--- src/rtl/c8_pkg.sv ---
// Shared types, codes and the hex font table for the instruction core.
// No dependencies; every other file imports this package.
`default_nettype none

package c8_pkg;

	localparam int MEM_BYTES = 4096;
	localparam int ADDR_W    = 12;
	localparam int PC_W      = 13;
	localparam int FONT_LEN  = 80;

	// input word kinds
	localparam logic [1:0] IK_EXEC = 2'd0;
	localparam logic [1:0] IK_TICK = 2'd1;
	localparam logic [1:0] IK_LOAD = 2'd2;
	localparam logic [1:0] IK_COLL = 2'd3;

	// result word kinds
	localparam logic [1:0] RK_STEP  = 2'd0;
	localparam logic [1:0] RK_CLEAR = 2'd1;
	localparam logic [1:0] RK_ROW   = 2'd2;
	localparam logic [1:0] RK_HALT  = 2'd3;

	// error codes
	localparam logic [2:0] ERR_NONE  = 3'd0;
	localparam logic [2:0] ERR_OPC   = 3'd1;
	localparam logic [2:0] ERR_OVF   = 3'd2;
	localparam logic [2:0] ERR_UNF   = 3'd3;
	localparam logic [2:0] ERR_PC    = 3'd4;
	localparam logic [2:0] ERR_DIGIT = 3'd5;

	// major opcode nibbles
	localparam logic [3:0] OP_SYS  = 4'h0;
	localparam logic [3:0] OP_JP   = 4'h1;
	localparam logic [3:0] OP_CALL = 4'h2;
	localparam logic [3:0] OP_SEI  = 4'h3;
	localparam logic [3:0] OP_SNEI = 4'h4;
	localparam logic [3:0] OP_SER  = 4'h5;
	localparam logic [3:0] OP_LDI  = 4'h6;
	localparam logic [3:0] OP_ADDI = 4'h7;
	localparam logic [3:0] OP_ALU  = 4'h8;
	localparam logic [3:0] OP_SNER = 4'h9;
	localparam logic [3:0] OP_LDIX = 4'hA;
	localparam logic [3:0] OP_JPV0 = 4'hB;
	localparam logic [3:0] OP_RND  = 4'hC;
	localparam logic [3:0] OP_DRW  = 4'hD;
	localparam logic [3:0] OP_KEY  = 4'hE;
	localparam logic [3:0] OP_MISC = 4'hF;

	localparam logic [11:0] SYS_CLS = 12'h0E0;
	localparam logic [11:0] SYS_RET = 12'h0EE;

	// ALU sub-codes
	localparam logic [3:0] ALU_MOV = 4'h0;
	localparam logic [3:0] ALU_OR  = 4'h1;
	localparam logic [3:0] ALU_AND = 4'h2;
	localparam logic [3:0] ALU_XOR = 4'h3;
	localparam logic [3:0] ALU_ADD = 4'h4;
	localparam logic [3:0] ALU_SUB = 4'h5;
	localparam logic [3:0] ALU_SHR = 4'h6;
	localparam logic [3:0] ALU_RSB = 4'h7;
	localparam logic [3:0] ALU_SHL = 4'hE;

	localparam logic [7:0] KEY_SKP  = 8'h9E;
	localparam logic [7:0] KEY_SKNP = 8'hA1;

	localparam logic [7:0] FX_GETDT = 8'h07;
	localparam logic [7:0] FX_WAIT  = 8'h0A;
	localparam logic [7:0] FX_SETDT = 8'h15;
	localparam logic [7:0] FX_SETST = 8'h18;
	localparam logic [7:0] FX_ADDI  = 8'h1E;
	localparam logic [7:0] FX_FONT  = 8'h29;
	localparam logic [7:0] FX_BCD   = 8'h33;
	localparam logic [7:0] FX_STORE = 8'h55;
	localparam logic [7:0] FX_LOAD  = 8'h65;

	localparam logic [4:0] NO_KEY = 5'd16;

	localparam logic [7:0] FONT [FONT_LEN] = '{
		8'hF0, 8'h90, 8'h90, 8'h90, 8'hF0, 8'h20, 8'h60, 8'h20, 8'h20, 8'h70,
		8'hF0, 8'h10, 8'hF0, 8'h80, 8'hF0, 8'hF0, 8'h10, 8'hF0, 8'h10, 8'hF0,
		8'h90, 8'h90, 8'hF0, 8'h10, 8'h10, 8'hF0, 8'h80, 8'hF0, 8'h10, 8'hF0,
		8'hF0, 8'h80, 8'hF0, 8'h90, 8'hF0, 8'hF0, 8'h10, 8'h20, 8'h40, 8'h40,
		8'hF0, 8'h90, 8'hF0, 8'h90, 8'hF0, 8'hF0, 8'h90, 8'hF0, 8'h10, 8'hF0,
		8'hF0, 8'h90, 8'hF0, 8'h90, 8'h90, 8'hE0, 8'h90, 8'hE0, 8'h90, 8'hE0,
		8'hF0, 8'h80, 8'h80, 8'h80, 8'hF0, 8'hE0, 8'h90, 8'h90, 8'h90, 8'hE0,
		8'hF0, 8'h80, 8'hF0, 8'h80, 8'hF0, 8'hF0, 8'h80, 8'hF0, 8'h80, 8'h80
	};

	typedef struct packed {
		logic              we;
		logic [ADDR_W-1:0] waddr;
		logic [7:0]        wdata;
		logic [ADDR_W-1:0] raddr;
	} mem_req_t;

	typedef struct packed {
		logic       we;
		logic [3:0] waddr;
		logic [7:0] wdata;
		logic [3:0] raddr;
	} vrf_req_t;

endpackage

`default_nettype wire

--- src/rtl/c8_vrf.sv ---
// V register file: 16 bytes, one write and one registered read port.
// Per-entry valid bits make unwritten registers read as zero. Uses c8_pkg.
`default_nettype none

module c8_vrf import c8_pkg::*; (
	input  wire logic     clk,
	input  wire logic     arst_n,
	input  wire vrf_req_t req,
	output logic [7:0]    rdata
);
	logic [7:0]  regs [16];
	logic [15:0] vld_q;

	always_ff @(posedge clk or negedge arst_n) begin
		if (!arst_n) begin
			vld_q <= '0;
		end else if (req.we) begin
			vld_q[req.waddr] <= 1'b1;
		end
	end

	always_ff @(posedge clk) begin
		if (req.we) begin
			regs[req.waddr] <= req.wdata;
		end
		rdata <= vld_q[req.raddr] ? regs[req.raddr] : 8'd0;
	end
endmodule

`default_nettype wire

--- config.mk ---
export PLATFORM = sky130hd
export DESIGN_NAME = c8_vrf
export DESIGN_NICKNAME = d
export VERILOG_FILES = /design/src/rtl/c8_pkg.sv /design/src/rtl/c8_vrf.sv
export SDC_FILE = /design/constraint.sdc
export NUM_CORES = 1
export LEC_CHECK = 0
export BUFFER_PORTS_ARGS = -buffer_cell sky130_fd_sc_hd__buf_2
export CORE_MARGIN = 3
export CORE_UTILIZATION = 51
export DETAILED_ROUTE_END_ITERATION = 7
export MAX_ROUTING_LAYER = met4
export PLACE_DENSITY = 0.74
export SETUP_SLACK_MARGIN = 0.4
export SYNTH_ARGS = -nofsm -noshare
export SYNTH_HDL_FRONTEND = slang
export SYNTH_SLANG_ARGS = --single-unit
--- constraint.sdc ---
create_clock -name clk -period 1.4 [get_ports clk]
set_input_delay 0.14 -clock clk [delete_from_list [all_inputs] [get_ports clk]]
set_output_delay 0.14 -clock clk [all_outputs]
set_load 0.01 [all_outputs]
Word level (Yosys, flattened, before mapping)

Memories as Yosys holds them, arrays and structs flattened. A register that Yosys moved wholly into a read port is not among the register bits.
Index checks and enable logic that the tools add are counted.
Widths: inputs -> output; s select.

Flip-flop bits (word level): 16
Memory bits (writable): 128
Bits of input ports: 19
Output and inout port bits: 8
Logic and storage cells: 14
Memories: 1

Memory list:

| name | depth | bits a word | rd ports | clocked after memory_dff | wr ports | RTL line     | source |
|---|---|---|---|---|---|---|---|
| regs | 16    | 8           | 1        | 1                        | 1        | c8_vrf.sv:11 | `logic [7:0] regs [16];` |

Magnitude comparators: 3
Muxes and demuxes: 6
Bitwise gates (word level): 1
Reductions and logical operators: 2

Operators with widths:

| operator           | count |
|---|---|
| $or 16x16->16      | 1 |
| $lt 4x5->1 const B | 2 |
| $bmux 1 s4         | 1 |
| $demux 1 s4        | 1 |
| $ge 4x1->1 const B | 1 |
| $mux 1             | 4 |
| $logic_and 1x1->1  | 1 |
| $logic_not 1->1    | 1 |

Depth between registers and ports, before layout

Depth in word-level cells: 5
Gate-level depth with buffers: 5
Gate-level depth less buffers: 4

Least setup slack after synthesis

No wires, ideal clock.

Path type: input to register
From: in req[14] in the netlist's numbering
To: mem regs[0][0] (enable)
Library setup time: 0.385 ns
Arrival: 1.279 ns
Data required time: 1.015 ns
Setup slack: -0.264 ns
Stages on the path: 2
Buffers on the path: 0
Cells stage by stage: or3b_2 > nor3_1

RTL lines:

| item            | RTL line     | source |
|---|---|---|
| start, declared | c8_vrf.sv:8  | `input wire vrf_req_t req,` |
| end, declared   | c8_vrf.sv:11 |  |

No word-level cell before the write port.

Worst setup path after layout

From: reg vld_q[5]
To: reg rdata[0], read port of regs

Word-level cells in the longest chain between the ends: 3

RTL lines:

| item                             | RTL line     | source |
|---|---|---|
| start, declared                  | c8_vrf.sv:12 | `logic [15:0] vld_q;` |
| start signal, assigned           | c8_vrf.sv:16 | `vld_q <= '0;` |
| start signal, assigned by index  | c8_vrf.sv:18 | `vld_q[req.waddr] <= 1'b1;` |
| $bmux 1 s4                       | c8_vrf.sv:26 | `rdata <= vld_q[req.raddr] ? regs[req.raddr] : 8'd0;` |
| $mux 1 (implied by the code)     | c8_vrf.sv:26 |  |
| $logic_not 1->1 (no source line) | -            |  |
| end, declared                    | c8_vrf.sv:9  | `output logic [7:0] rdata` |

No other way between the ends. The select of a mux whose other input is x is not followed.
A chain may end at the register's enable or synchronous reset.

==> run metrics <==
part of the Yosys area used for sequential elements=77.3%; CTS Root Cell=clkbuf_8; fin crit share=112%; WHS=0.0235 ns; Max clock buf depth=2; cell count after synthesis=between 200 and 300; Static Leakage=2.40 nW; Synth cell types=22; 1st-pass router iterations=5; post-route core utilization=68.0%; kind of end point of the critical path=flip-flop; first-pass GRT wire length=17.4 mm; Pwr per Cell Area=1480 nW/µm²; status=complete, but fails checks; number of max-cap violations=0; share of cells above drive strength 1=between 40 and 50%; most frequent cells after synthesis=edfxtp_1, mux4_2, a22oi_1, dfrtp_1, or2_2; Sink Count=152; placed wire-length estimate=7.15 mm; critical setup path kind=flip-flop to flip-flop; GRT overflow=0; Ports=27; DP Cell Count=453; Synth area leaders=edfxtp_1, mux4_2, dfrtp_1; area leader, netlist=edfxtp_1; syn_area_per_cell=21.2 µm²; Setup TNS=-1.17 ns; nets@finish=360; ys async rst share=10.5%; Total GRT Usage=19.5%; Slew HR=around 50%; Final Non-Filler Cells=490; core area=10,600 µm²; DRC viols=0; num rows=37; Starting Density=53.8%; Layout area overhead=26.4%; Final Cell Area=7210 µm²; placed cell areas=6490 µm²; Yosys top cell area share=67.4%; via count=2,889; Cell Chain, Critical Path=mux4_2 > a22o_1 > nor2_4 > a21oi_1; Die W=112 µm; height of the die=112 µm; CTS buffer count=17; violated checks=negative setup slack; Worst-Skew Late Latency=0.51 ns; Final setup violation count=8; CP startpoint kind=flip-flop; count leader, synth=edfxtp_1; CP max-delay cell=mux4_2; RSZ-0062 raised after global routing=yes; gpl congestion=0.758; crit path DAT=~2.0 ns; final setup margin=-0.169 ns; synth warn=0; Buffers on Ports=26; TritonCTS clock tree=built; EDFF count, synth=between 100 and 150; Worst-Margin Slew=0.745 ns; Design Power=10.7 mW; worst vdd rail ir drop=between 1.5 and 2 mV; Slowest Stage Delay on Critical Path=0.48 ns; post-synthesis cell area=approximately 5700 µm²; Die ar.=12,500 µm²; clock skew=0.00559 ns; Min-Delay Path Class=input pin to flip-flop; Period minus WS final=1.57 ns; syn_nets=between 200 and 300; vias in the first global route=about 3,100; pre-CTS WS=-0.206 ns; n_diodes=0; max frequency=roughly 640 MHz; H-tree depth=4; largest net degree at the start of global routing=29; vias per inst=a little under 6; drt total wl=10.8 mm; post-synthesis register bit count=152; max-slew violation count=0; ys flop type=edfxtp_1; final hold vios=0; DR WL/cell=22.1 µm; Worst-path clk slew=0.06 ns; post-route antenna net violation count=0; critical path required time=1.78 ns; antenna violations before repair=0; drt initial violations=about 270; CP max FO=8
==> cells by family after synthesis <==
group / Yosys count / share of synthesized area [%]
AND/OR/NAND/NOR: 44 / 4.28
buffers and inverters: 11 / 1.12
AO/OA/AOI/OAI: 26 / 3.12
flip-flops: 152 / 77.3
multiplexers: 36 / 14.2
==> worst paths after layout <==
kind                           start         end  slack, ns  cells after the start
min                          req[11]  regs[3][7]       0.02                      1
max                         vld_q[5]    rdata[0]      -0.17                      4
max reg2reg                 vld_q[5]    rdata[0]      -0.17                      4
min in group asynchronous     arst_n   vld_q[14]       0.07                      2
min reg2reg                vld_q[11]   vld_q[11]       0.46                      1
max in group asynchronous     arst_n    vld_q[9]       1.06                      2
==> area by class of cell <==
class,count,area [µm²]
Clock inverter,12,199
Clock buffer,20,425
Fill cell,656,3400
Sequential cell,152,4410
Multi-Input combinational cell,106,1380
Timing Repair Buffer,64,622
Tap cell,136,170
==> cells in the final DEF, fill, tap and decap left out <==
| master | synthesis | routed |
|---|---|---|
| edfxtp_1 | 128 | 128 |
| mux4_2 | 36 | 36 |
| buf_2 | 0 | 21 |
| buf_4 | 4 | 20 |
| a22oi_1 | 16 | 16 |
| or2_2 | 16 | 16 |
| clkbuf_16 | 0 | 16 |
| dfrtp_1 | 16 | 16 |
| nor2_4 | 1 | 13 |
| buf_12 | 0 | 13 |
| a21oi_1 | 8 | 7 |
| bufinv_16 | 0 | 5 |
| dlygate4sd3_1 | 0 | 5 |
| buf_6 | 1 | 5 |
| dfxtp_2 | 0 | 5 |
| nor3_4 | 0 | 4 |
| clkinvlp_4 | 0 | 4 |
| clkbuf_1 | 5 | 3 |
| dfxtp_1 | 8 | 3 |
| nand3b_1 | 2 | 2 |
| nand2b_1 | 2 | 2 |
| nor2b_1 | 2 | 2 |
| a22o_1 | 2 | 2 |
| clkinv_2 | 0 | 2 |
| nand2_1 | 1 | 1 |
| nand3_2 | 0 | 1 |
| or3b_4 | 0 | 1 |
| nor2_1 | 13 | 1 |
| and2_1 | 1 | 1 |
| a21oi_2 | 0 | 1 |
| clkbuf_8 | 0 | 1 |
| inv_6 | 0 | 1 |
==> layer usage <==
layer / vias to the layer above / track usage, % / share of wire [%]
li1: 1249 / - / -
met1: 1513 / 25.5 / 42
met2: 117 / 30.8 / 52
met3: 10 / 5.65 / 5.6
met4: 0 / 4.62 / 0.70
met5: - / - / 0
==> power by group <==
part	total [mW]	switching, mW	internal (mW)
registers	5.19	0.0785	5.11
logic	0.756	0.366	0.391
clock network	4.75	1.68	3.07
total	10.7	2.13	8.57
==> state kept, by name, summed over array words and instances, names as in the netlist <==
| register | flops |
|---|---|
| regs | 128 |
| vld_q | 16 |
| rdata | 8 |
==> worst max-delay path, delay by kind of cell, from the launching register on <==
family / cells / cell delay (ns)
mux: 1 / 0.48
simple gates: 1 / 0.26
flops: 1 / 0.38
compound gates: 2 / 0.33
==> repair_timing <==
item                                   CTS  global route
buffers inserted                         0             0
gates resized for setup                  8             3
endpoints found under the hold margin   73             0
hold buffers                             5             0
setup endpoints to repair               16            16
Power figures use the tool's default switching activity.
